### config.mk
export PLATFORM = sky130hd
export DESIGN_NAME = multi_timer_table_core
export DESIGN_NICKNAME = d
export VERILOG_FILES = /design/src/rtl/mtt_pkg.sv /design/src/rtl/mtt_ctrl.sv /design/src/rtl/mtt_dp.sv /design/src/rtl/multi_timer_table_core.sv
export SDC_FILE = /design/constraint.sdc
export NUM_CORES = 2
export LEC_CHECK = 0
export ABC_CLOCK_PERIOD_IN_PS = 10600
export BUFFER_PORTS_ARGS = -buffer_cell sky130_fd_sc_hd__buf_2
export CAP_MARGIN = 20
export CORE_MARGIN = 2
export CORE_UTILIZATION = 52
export DETAILED_ROUTE_END_ITERATION = 10
export PLACE_DENSITY_LB_ADDON = 0.1
export SLEW_MARGIN = 25
export SYNTH_ARGS = -nofsm -noshare
export SYNTH_HDL_FRONTEND = slang
export SYNTH_HIERARCHICAL = 1
export SYNTH_SLANG_ARGS = --single-unit
### constraint.sdc
create_clock -name clk -period 10.6 [get_ports clk]
set_clock_uncertainty 0.15 [all_clocks]
set_input_delay 2.12 -clock clk [delete_from_list [all_inputs] [get_ports clk]]
set_output_delay 2.12 -clock clk [all_outputs]
set_load 0.05 [all_outputs]
### src/rtl/mtt_pkg.sv
// ---------------------------------------------------------------------------
// mtt_pkg
// Shared constants, codes and types for the timer table core.
// ---------------------------------------------------------------------------
package mtt_pkg;

	localparam int NUM_TIMERS = 16;
	localparam int TIME_BITS  = 32;
	localparam int SLOT_W     = (NUM_TIMERS > 1) ? $clog2(NUM_TIMERS) : 1;
	localparam int ACT_W      = 3;
	localparam int ID_W       = 4;
	localparam int REP_W      = 16;
	localparam int STS_W      = 3;

	typedef logic [TIME_BITS-1:0] time_t;
	typedef logic [SLOT_W-1:0]    slot_t;
	typedef logic [ACT_W-1:0]     action_t;
	typedef logic [STS_W-1:0]     status_t;

	// actions
	localparam action_t ACT_ADD    = 3'd0;
	localparam action_t ACT_REMOVE = 3'd1;
	localparam action_t ACT_MODIFY = 3'd2;
	localparam action_t ACT_SCAN   = 3'd3;
	localparam action_t ACT_QUERY  = 3'd4;

	// result status
	localparam status_t ST_ADDED        = 3'd0;
	localparam status_t ST_DONE         = 3'd1;
	localparam status_t ST_NOT_LIVE     = 3'd2;
	localparam status_t ST_FULL         = 3'd3;
	localparam status_t ST_EXPIRED      = 3'd4;
	localparam status_t ST_NONE_EXPIRED = 3'd5;
	localparam status_t ST_TIMEOUT      = 3'd6;
	localparam status_t ST_NO_LIVE      = 3'd7;

	typedef struct packed {
		status_t          status;
		logic [ID_W-1:0]  timer_id;
		time_t            late;
		time_t            timeout;
	} res_t;

	// controller -> datapath
	typedef struct packed {
		logic load_in;   // latch input beat
		logic clr_walk;  // reset walk index and accumulators
		logic exec;      // single-step add/remove/modify, load result
		logic step;      // process one slot of a scan or query
		logic flush;     // load final result of a scan or query
	} cmd_t;

	// datapath -> controller
	typedef struct packed {
		logic walk_done;  // current slot is the last one
		logic need_out;   // this step pushes a held result out
		logic held_vld;   // an expired result is held back
	} sts_t;

endpackage

### src/rtl/mtt_ctrl.sv
// ---------------------------------------------------------------------------
// mtt_ctrl
// Sequencer for the timer table: accepts a beat, runs it, paces results.
// ---------------------------------------------------------------------------
module mtt_ctrl (
	input  logic             clk,
	input  logic             arst_n,
	input  logic             in_valid,
	input  mtt_pkg::action_t in_action,
	output logic             in_ready,
	output logic             out_valid,
	input  logic             out_ready,
	input  mtt_pkg::sts_t    sts,
	output mtt_pkg::cmd_t    cmd
);

	typedef enum logic [3:0] {
		S_IDLE  = 4'b0001,
		S_EXEC  = 4'b0010,
		S_WALK  = 4'b0100,
		S_FLUSH = 4'b1000
	} state_t;

	state_t state_q, state_nxt;
	logic   out_valid_q;
	logic   out_free;
	logic   out_load;

	assign out_free = !out_valid_q || out_ready;

	always_comb begin
		cmd       = '0;
		state_nxt = state_q;
		case (state_q)
			S_IDLE: begin
				if (in_valid) begin
					cmd.load_in  = 1'b1;
					cmd.clr_walk = 1'b1;
					if (in_action == mtt_pkg::ACT_ADD || in_action == mtt_pkg::ACT_REMOVE ||
					    in_action == mtt_pkg::ACT_MODIFY) begin
						state_nxt = S_EXEC;
					end else if (in_action == mtt_pkg::ACT_SCAN ||
					             in_action == mtt_pkg::ACT_QUERY) begin
						state_nxt = S_WALK;
					end
				end
			end
			S_EXEC: begin
				if (out_free) begin
					cmd.exec  = 1'b1;
					state_nxt = S_IDLE;
				end
			end
			S_WALK: begin
				if (!sts.need_out || out_free) begin
					cmd.step = 1'b1;
					if (sts.walk_done) begin
						state_nxt = S_FLUSH;
					end
				end
			end
			S_FLUSH: begin
				if (out_free) begin
					cmd.flush = 1'b1;
					state_nxt = S_IDLE;
				end
			end
			default: begin
				state_nxt = S_IDLE;
			end
		endcase
	end

	assign out_load = cmd.exec || cmd.flush || (cmd.step && sts.need_out);

	always_ff @(posedge clk or negedge arst_n) begin
		if (!arst_n) begin
			state_q     <= S_IDLE;
			out_valid_q <= 1'b0;
		end else begin
			state_q <= state_nxt;
			if (out_load) begin
				out_valid_q <= 1'b1;
			end else if (out_ready) begin
				out_valid_q <= 1'b0;
			end
		end
	end

	assign in_ready  = (state_q == S_IDLE);
	assign out_valid = out_valid_q;

endmodule

### src/rtl/mtt_dp.sv
// ---------------------------------------------------------------------------
// mtt_dp
// Slot store, walk index, compare/update arithmetic and result register.
// ---------------------------------------------------------------------------
module mtt_dp (
	input  logic                          clk,
	input  logic                          arst_n,
	input  mtt_pkg::cmd_t                 cmd,
	input  mtt_pkg::action_t              in_action,
	input  logic [mtt_pkg::ID_W-1:0]      in_slot,
	input  logic [mtt_pkg::REP_W-1:0]     in_repeat,
	input  logic                          in_loop,
	input  mtt_pkg::time_t                in_period,
	input  mtt_pkg::time_t                in_now,
	output mtt_pkg::sts_t                 sts,
	output mtt_pkg::res_t                 out_res,
	output logic                          out_last
);

	localparam int N = mtt_pkg::NUM_TIMERS;

	// latched command
	mtt_pkg::action_t              act_q;
	logic [mtt_pkg::ID_W-1:0]      slot_q;
	logic [mtt_pkg::REP_W-1:0]     rep_q;
	logic                          loop_q;
	mtt_pkg::time_t                per_in_q;
	mtt_pkg::time_t                now_q;

	// slot store
	logic [N-1:0]                  inuse_q;
	logic [N-1:0]                  pend_q;
	mtt_pkg::time_t                dl_q   [N];
	mtt_pkg::time_t                per_q  [N];
	logic [mtt_pkg::REP_W-1:0]     rep_left_q [N];
	logic [N-1:0]                  alw_q;

	// walk
	mtt_pkg::slot_t                idx_q;
	logic                          held_vld_q;
	logic                          found_q;
	mtt_pkg::res_t                 held_q;
	mtt_pkg::time_t                best_q;

	mtt_pkg::res_t                 out_q;
	logic                          out_last_q;

	logic                          free_any;
	mtt_pkg::slot_t                free_idx;
	logic                          tgt_live;
	mtt_pkg::slot_t                tgt;
	mtt_pkg::time_t                cur_dl;
	mtt_pkg::time_t                cur_per;
	logic [mtt_pkg::REP_W-1:0]     cur_rep;
	logic [mtt_pkg::REP_W-1:0]     rep_dec;
	logic                          cur_use;
	logic                          cur_pend;
	logic                          cur_alw;
	logic                          is_scan;
	logic                          exp_hit;
	logic                          q_hit;
	mtt_pkg::time_t                rearm;
	mtt_pkg::time_t                arm_new;
	mtt_pkg::res_t                 exec_res;
	mtt_pkg::res_t                 flush_res;
	mtt_pkg::res_t                 exp_res;

	// lowest free slot
	always_comb begin
		free_any = 1'b0;
		free_idx = '0;
		for (int i = N - 1; i >= 0; i--) begin
			if (!inuse_q[i]) begin
				free_any = 1'b1;
				free_idx = mtt_pkg::SLOT_W'(i);
			end
		end
	end

	assign tgt      = slot_q[mtt_pkg::SLOT_W-1:0];
	assign tgt_live = ({1'b0, slot_q} < (mtt_pkg::ID_W + 1)'(N)) && inuse_q[tgt] && !pend_q[tgt];

	assign cur_dl   = dl_q[idx_q];
	assign cur_per  = per_q[idx_q];
	assign cur_rep  = rep_left_q[idx_q];
	assign cur_use  = inuse_q[idx_q];
	assign cur_pend = pend_q[idx_q];
	assign cur_alw  = alw_q[idx_q];
	assign rep_dec  = cur_rep - 1'b1;

	assign is_scan = (act_q == mtt_pkg::ACT_SCAN);
	assign exp_hit = is_scan && cur_use && !cur_pend && (cur_dl <= now_q);
	assign q_hit   = (act_q == mtt_pkg::ACT_QUERY) && cur_use && !cur_pend &&
	                 (!found_q || cur_dl < best_q);

	assign rearm   = now_q + cur_per;
	assign arm_new = now_q + per_in_q;

	always_comb begin
		exec_res = '0;
		if (act_q == mtt_pkg::ACT_ADD) begin
			if (free_any) begin
				exec_res.status   = mtt_pkg::ST_ADDED;
				exec_res.timer_id = mtt_pkg::ID_W'(free_idx);
			end else begin
				exec_res.status = mtt_pkg::ST_FULL;
			end
		end else begin
			exec_res.status = tgt_live ? mtt_pkg::ST_DONE : mtt_pkg::ST_NOT_LIVE;
		end
	end

	always_comb begin
		exp_res          = '0;
		exp_res.status   = mtt_pkg::ST_EXPIRED;
		exp_res.timer_id = mtt_pkg::ID_W'(idx_q);
		exp_res.late     = now_q - cur_dl;
	end

	always_comb begin
		flush_res = '0;
		if (is_scan) begin
			flush_res        = held_q;
			if (!held_vld_q) begin
				flush_res        = '0;
				flush_res.status = mtt_pkg::ST_NONE_EXPIRED;
			end
		end else if (found_q) begin
			flush_res.status  = mtt_pkg::ST_TIMEOUT;
			flush_res.timeout = (best_q <= now_q) ? '0 : (best_q - now_q);
		end else begin
			flush_res.status = mtt_pkg::ST_NO_LIVE;
		end
	end

	// control state
	always_ff @(posedge clk or negedge arst_n) begin
		if (!arst_n) begin
			inuse_q    <= '0;
			pend_q     <= '0;
			idx_q      <= '0;
			held_vld_q <= 1'b0;
			found_q    <= 1'b0;
		end else begin
			if (cmd.clr_walk) begin
				idx_q      <= '0;
				held_vld_q <= 1'b0;
				found_q    <= 1'b0;
			end
			if (cmd.exec) begin
				if (act_q == mtt_pkg::ACT_ADD && free_any) begin
					inuse_q[free_idx] <= 1'b1;
					pend_q[free_idx]  <= 1'b0;
				end else if (act_q == mtt_pkg::ACT_REMOVE && tgt_live) begin
					pend_q[tgt] <= 1'b1;
				end
			end
			if (cmd.step) begin
				idx_q <= idx_q + 1'b1;
				if (is_scan && cur_use && cur_pend) begin
					inuse_q[idx_q] <= 1'b0;
					pend_q[idx_q]  <= 1'b0;
				end else if (exp_hit) begin
					held_vld_q <= 1'b1;
					if (!cur_alw && rep_dec == '0) begin
						inuse_q[idx_q] <= 1'b0;
					end
				end
				if (q_hit) begin
					found_q <= 1'b1;
				end
			end
			// held beat has gone to the output register
			if (cmd.flush) begin
				held_vld_q <= 1'b0;
			end
		end
	end

	// payload
	always_ff @(posedge clk) begin
		if (cmd.load_in) begin
			act_q    <= in_action;
			slot_q   <= in_slot;
			rep_q    <= in_repeat;
			loop_q   <= in_loop;
			per_in_q <= in_period;
			now_q    <= in_now;
		end
		if (cmd.exec) begin
			out_q      <= exec_res;
			out_last_q <= 1'b1;
			if (act_q == mtt_pkg::ACT_ADD && free_any) begin
				dl_q[free_idx]       <= arm_new;
				per_q[free_idx]      <= per_in_q;
				rep_left_q[free_idx] <= (rep_q == '0) ? mtt_pkg::REP_W'(1) : rep_q;
				alw_q[free_idx]      <= loop_q;
			end else if (act_q == mtt_pkg::ACT_MODIFY && tgt_live) begin
				dl_q[tgt]  <= arm_new;
				per_q[tgt] <= per_in_q;
			end
		end
		if (cmd.step) begin
			if (exp_hit) begin
				held_q <= exp_res;
				if (held_vld_q) begin
					out_q      <= held_q;
					out_last_q <= 1'b0;
				end
				if (cur_alw) begin
					dl_q[idx_q] <= rearm;
				end else begin
					rep_left_q[idx_q] <= rep_dec;
					if (rep_dec != '0) begin
						dl_q[idx_q] <= rearm;
					end
				end
			end
			if (q_hit) begin
				best_q <= cur_dl;
			end
		end
		if (cmd.flush) begin
			out_q      <= flush_res;
			out_last_q <= 1'b1;
		end
	end

	assign sts.walk_done = (idx_q == mtt_pkg::SLOT_W'(N - 1));
	assign sts.need_out  = exp_hit && held_vld_q;
	assign sts.held_vld  = held_vld_q;

	assign out_res  = out_q;
	assign out_last = out_last_q;

endmodule

### src/rtl/multi_timer_table_core.sv
// ---------------------------------------------------------------------------
// multi_timer_table_core
// Table of 16 software-style timers with add, remove, modify, scan, query.
// ---------------------------------------------------------------------------
// One command beat in, one or more result beats out. The block takes one
// command at a time: s_axis_tready is high only while it is idle. Add,
// remove and modify then run in the execute state, which waits for a free
// output register. Scan and query walk the slot store one slot per cycle,
// but a step that pushes a held result out waits for a free output register;
// they end in the flush state, which loads the final result. A scan emits
// one beat per expired live slot in slot order, with tlast on the final one,
// or a single "none expired" beat; every other command gives exactly one
// beat with tlast set. Actions 5 to 7 are dropped without a result. Removal
// only marks a slot; it is freed by the next scan. Times are 32-bit unsigned
// and wrap; deadlines are compared as plain unsigned values, so a deadline
// that has wrapped past zero looks early. The result beat sits in an output
// register, so a finished result may wait while the next command is taken.
// ---------------------------------------------------------------------------
module multi_timer_table_core (
	input  logic        clk,
	input  logic        arst_n,
	input  logic        s_axis_tvalid,
	output logic        s_axis_tready,
	// action[2:0], timer_slot[6:3], repeat_count[22:7], loop_forever[23],
	// period_ms[55:24], now_ms[87:56]
	input  logic [87:0] s_axis_tdata,
	output logic        m_axis_tvalid,
	input  logic        m_axis_tready,
	// status[2:0], timer_id[6:3], late_ms[38:7], timeout_ms[70:39], zero pad [71]
	output logic [71:0] m_axis_tdata,
	output logic        m_axis_tlast
);

	mtt_pkg::cmd_t    cmd;
	mtt_pkg::sts_t    sts;
	mtt_pkg::res_t    res;
	mtt_pkg::action_t in_action;

	assign in_action = s_axis_tdata[2:0];

	// sequencer
	mtt_ctrl u_ctrl (
		.clk       (clk),
		.arst_n    (arst_n),
		.in_valid  (s_axis_tvalid),
		.in_action (in_action),
		.in_ready  (s_axis_tready),
		.out_valid (m_axis_tvalid),
		.out_ready (m_axis_tready),
		.sts       (sts),
		.cmd       (cmd)
	);

	// slot store and arithmetic
	mtt_dp u_dp (
		.clk       (clk),
		.arst_n    (arst_n),
		.cmd       (cmd),
		.in_action (in_action),
		.in_slot   (s_axis_tdata[6:3]),
		.in_repeat (s_axis_tdata[22:7]),
		.in_loop   (s_axis_tdata[23]),
		.in_period (s_axis_tdata[55:24]),
		.in_now    (s_axis_tdata[87:56]),
		.sts       (sts),
		.out_res   (res),
		.out_last  (m_axis_tlast)
	);

	assign m_axis_tdata = {1'b0, res.timeout, res.late, res.timer_id, res.status};

`ifndef SYNTHESIS
	// a held expired result never survives into idle
	a_held_clear_idle: assert property (@(posedge clk) disable iff (!arst_n)
		s_axis_tready |-> !sts.held_vld)
		else $error("held result left over while idle");

	// a known command always takes the block out of idle
	a_busy_after_cmd: assert property (@(posedge clk) disable iff (!arst_n)
		(s_axis_tvalid && s_axis_tready &&
		 (in_action == mtt_pkg::ACT_ADD || in_action == mtt_pkg::ACT_REMOVE ||
		  in_action == mtt_pkg::ACT_MODIFY || in_action == mtt_pkg::ACT_SCAN ||
		  in_action == mtt_pkg::ACT_QUERY)) |=> !s_axis_tready)
		else $error("command accepted but block stayed idle");

	// the result register is never reloaded over an untaken beat
	a_no_overwrite: assert property (@(posedge clk) disable iff (!arst_n)
		(m_axis_tvalid && !m_axis_tready) |->
		!(cmd.exec || cmd.flush || (cmd.step && sts.need_out)))
		else $error("result beat overwritten before taken");
`endif

endmodule
Yosys cells after proc, flatten, opt, wreduce, memory -nomap -nowiden

Memories as Yosys holds them, arrays and structs flattened.
Cells that the tools add are included.

Add/sub/neg operators: 6
Order comparisons: 9
Eq/ne operators: 18
Multiplexer cells: 141
Bitwise operators: 8
Reduce and logical (&&, ||, !) cells: 47

Operators with widths:

| kind                    | number |
|---|---|
| $mux W71                | 5 |
| $mux W32                | 7 |
| $mux W16                | 13 |
| $mux W4                 | 30 |
| $reduce_or A32 Y1       | 3 |
| $mux W69                | 1 |
| $mux W1                 | 68 |
| $add A32 B32 Y32        | 2 |
| $le A32 B32 Y1          | 2 |
| $sub A32 B32 Y32        | 2 |
| $and A16 B16 Y16        | 3 |
| $mux W36                | 1 |
| $logic_not A16 Y1       | 2 |
| $lt A32 B32 Y1          | 1 |
| $not A16 Y16            | 2 |
| $or A16 B16 Y16         | 2 |
| $bmux W1 S4             | 5 |
| $logic_and A1 B1 Y1     | 17 |
| $bwmux W16              | 1 |
| $reduce_bool A16 Y1     | 1 |
| $reduce_or A16 Y1       | 1 |
| $sub A16 B1 Y16 const B | 1 |
| $lt A4 B5 Y1 const B    | 3 |
| $demux W1 S4            | 3 |
| other kinds (23)        | 53 |

Register bits after elaboration: 287
RAM bits: 1280
Input port bits: 92
Output and inout port bits: 75
Logic and storage cells: 254
Memories: 3

Memories:

| memory          | words | width | read ports | clocked after memory_dff | wr ports | line         | source |
|---|---|---|---|---|---|---|---|
| u_dp.dl_q       | 16    | 32    | 1          | 0                        | 1        | mtt_dp.sv:33 | `mtt_pkg::time_t dl_q [N];` |
| u_dp.per_q      | 16    | 32    | 1          | 0                        | 1        | mtt_dp.sv:34 | `mtt_pkg::time_t per_q [N];` |
| u_dp.rep_left_q | 16    | 16    | 1          | 0                        | 1        | mtt_dp.sv:35 | `logic [mtt_pkg::REP_W-1:0] rep_left_q [N];` |

Longest topological paths before layout

Depth after elaboration: 28
Mapped depth: 39
Mapped depth without buffers: 30

Hierarchy

The synthesis kept the hierarchy.

Modules (own cells, without submodules):

| module                 | times used | cells an instance | area each (um^2) | sequential area each (um^2) |
|---|---|---|---|---|
| mtt_dp                 | 1          | 3571              | 65270.1          | 45994.1 |
| mtt_ctrl               | 1          | 34                | 364.1            | 126.4 |
| multi_timer_table_core | 1          | 2                 | 11.3             | 0.0 |

Least setup slack after synthesis

Ideal clock, no wire load.

Kind: register -> register
Start point: reg u_dp.idx_q[0]
End point: mem u_dp/dl_q[0][30] (netlist name), data pin
Setup time: 0.289 ns
Arrival: 10.171 ns
Data required time: 10.161 ns
Setup slack: -0.010 ns
Cell stages (with the launch flop): 40
Path buffers: 9
Clock period less this slack: 10.610 ns
Cell sequence: dfrtp_1 > buf_2 > buf_4 > buf_2 > buf_2 > buf_2 > clkbuf_1 > buf_2 > buf_1 > mux4_2 > mux4_2 > inv_1 > ha_1 > nor2b_1 > o21ai_0 > nand2b_1 > a221oi_1 > o31ai_1 > (+4 left out) > and2_1 > nand3_1 > a31oi_4 > buf_2 > mux2_1 > ha_1 > fa_1 > a21o_1 > a21oi_1 > o21a_1 > o31ai_1 > a21oi_1 > o311ai_0 > a41oi_1 > nor2b_1 > o21a_1 > o41a_1 > xor2_1

RTL lines:

| item                   | line          | source |
|---|---|---|
| from (decl)            | mtt_dp.sv:39  | `mtt_pkg::slot_t idx_q;` |
| from (signal assigned) | mtt_dp.sv:159 | `idx_q <= idx_q + 1'b1;` |
| to (decl)              | mtt_dp.sv:33  |  |

==> results.sh <==
export IMPL_worst_pin_slew_ns=1.09
export IMPL_vias_per_cell=6.32
export IMPL_cts_buffers=162
export IMPL_syn_nets=3833
export IMPL_reg2reg_slack_ns=0.67
export IMPL_critPathCaptureType="flop"
export IMPL_rows=130
export IMPL_path_clk_slew_ns=0.06
export IMPL_r2r_start="u_dp/idx_q[0]"
export IMPL_port_buffers=165
export IMPL_ios=167
export IMPL_post_cts_resized=0
export IMPL_grt_ovfl_total=0
export IMPL_max_cap_violations=0
export IMPL_power_leakage_nw=25.0
export IMPL_place_ws_ns=0.484
export IMPL_hold_path_end="u_dp/out_res[57]"
export IMPL_num_vias=36000
export IMPL_ff2ff_path_depth=32
export IMPL_netlist_instances=3606
export IMPL_finalMaxSlewViolations=0
export IMPL_first_iter_violations=4213
export IMPL_clockBufferDepth=3
export IMPL_clkSinkCount=1567
export IMPL_crit_arrival_ns=10.27
export IMPL_synth_warnings=6
export IMPL_path_class="reg2reg"
export IMPL_ir_worst_vdd_uv=156
export IMPL_ant_nets=0
export IMPL_critical_path_max_stage_delay_ns=0.80
export IMPL_place_congestion=0.966
export IMPL_required_ns=10.94
export IMPL_syn_area_um2=65600
export IMPL_crit_top_cell="a21oi_1"
export IMPL_holdBufCountCts=0
export IMPL_hold_depth=2
export IMPL_outcome="complete, no violations"
export IMPL_wire_per_inst_um=30.6
export IMPL_post_route_min_period_ns=9.93
export IMPL_dieArea_um2=129000
export IMPL_multi_input_area_um2=18900
export IMPL_fin_nets=4134
export IMPL_grt_pass1_wl_um=253000
export IMPL_power_density_nw_per_um2=193
export IMPL_r2r_end="u_dp/dl_q[3][30]"
export IMPL_layout_commonest_cell="edfxtp_1"
export IMPL_hold_class="reg2reg"
export IMPL_cts_root_buffer="clkbuf_16"
export IMPL_dp_hpwl_um=110000
export IMPL_critical_path_max_fanout=42
export IMPL_fmax_ghz=0.101
export IMPL_fillers=9116
export IMPL_critPathSlowestCell="dfrtp_4"
export IMPL_wl_um=175000
export IMPL_cts_tree="yes"
export IMPL_critPathLaunchType="flop"
export IMPL_period_share_pct=93.7
export IMPL_dr_pass1_iters=6
export IMPL_hold_violations=0
export IMPL_clk_latency_ns=0.79
export IMPL_die_y_um=359
export IMPL_first_global_vias=36300
export IMPL_htree_levels=4
export IMPL_rsz0062_at_grt="no"
export IMPL_final_cell_mix="1452 x edfxtp_1, 400 x mux4_2, 164 x buf_2"
export IMPL_setup_viol=0
export IMPL_initial_utilization_pct=52.3
export IMPL_tns_ns=0
export IMPL_avgSynthCellArea_um2=18.2
export IMPL_syn_to_final_growth_pct=13.9
export IMPL_setup_ws_ns=0.673
export IMPL_postCtsSetupBuffers=0
export IMPL_regArea_um2=46100
export IMPL_fp_dieW_um=359
export IMPL_whs_ns=0.318
export IMPL_post_route_drc_count=0
export IMPL_layout_drive_gt1_share_pct=26.1
export IMPL_globalRouteTotalUtil_pct=27.1
export IMPL_min_delay_start="u_dp/held_q[57]"
export IMPL_power_w=0.0145
export IMPL_core_um2=125000
export IMPL_slew_headroom_pct=27.2
export IMPL_antenna_found_initial=9
export IMPL_fin_util_pct=59.6
export IMPL_grt_max_degree=90
[sequential cells by signal, summed over array words and instances (netlist names), 32 cells and up]
| name | cells |
|---|---|
| u_dp/dl_q | 512 |
| u_dp/per_q | 512 |
| u_dp/rep_left_q | 256 |
| u_dp/out_res | 71 |
| u_dp/held_q | 36 |
| u_dp/best_q | 32 |
| u_dp/now_q | 32 |
| u_dp/per_in_q | 32 |
[critical path, delay by kind of cell (launching register included)]
kind                     cells  cell delay [ns]
AO/OA/AOI/OAI               16             3.92
multiplexers                 3             1.49
flip-flops                   1             0.80
adder cells (fa/ha/maj)      2             0.69
buffers and inverters        4             0.98
XOR/XNOR                     1             0.50
AND/OR/NAND/NOR              6             0.98
[cell type report]
class                      count  share of cell area, %
sequential                  1567                   61.7
timing repair buffer         289                   2.63
tap                         1650                   2.76
inverter                     148                  0.750
antenna                        2                0.00669
clock buffer                 194                   5.62
multi-input combinational   1739                   25.2
clock inverter               106                   1.30
[worst max path at each step]
stage                        startpoint           endpoint  slack [ns]  cells after the start
after global routing      u_dp/idx_q[0]  u_dp/dl_q[15][30]        0.08                     32
after CTS                 u_dp/idx_q[0]   u_dp/dl_q[4][30]        0.42                     32
after detailed placement  u_dp/idx_q[0]   u_dp/dl_q[4][30]        0.48                     32
after floorplan           u_dp/idx_q[0]   u_dp/dl_q[0][30]       0.006                     38
final                     u_dp/idx_q[0]   u_dp/dl_q[3][30]        0.67                     32
after global placement    u_dp/idx_q[0]   u_dp/dl_q[6][31]        0.93                     32
[metrics by stage]
stage	std cells	cell area, um2
floorplan	3606	65600
finish	5695	74800
global route	5693	74800
CTS	5693	74700
global placement	5382	69200
detailed placement	5393	69500
[layer usage]
metal / up-vias / track usage (%) / wire length, um
met5: - / 0 / 51
met4: 8 / 7.86 / 4530
met2: 1573 / 43.3 / 83800
met1: 18900 / 38.4 / 72300
li1: 15200 / - / -
met3: 266 / 5.05 / 13900
[power breakdown]
group	switching, W	leakage (nW)	internal (W)
registers	0.000150	14.3	0.00710
logic	0.00104	8.24	0.000646
clock network	0.00239	2.51	0.00313
total	0.00359	25.0	0.0109
Power figures use the tool's default switching activity.
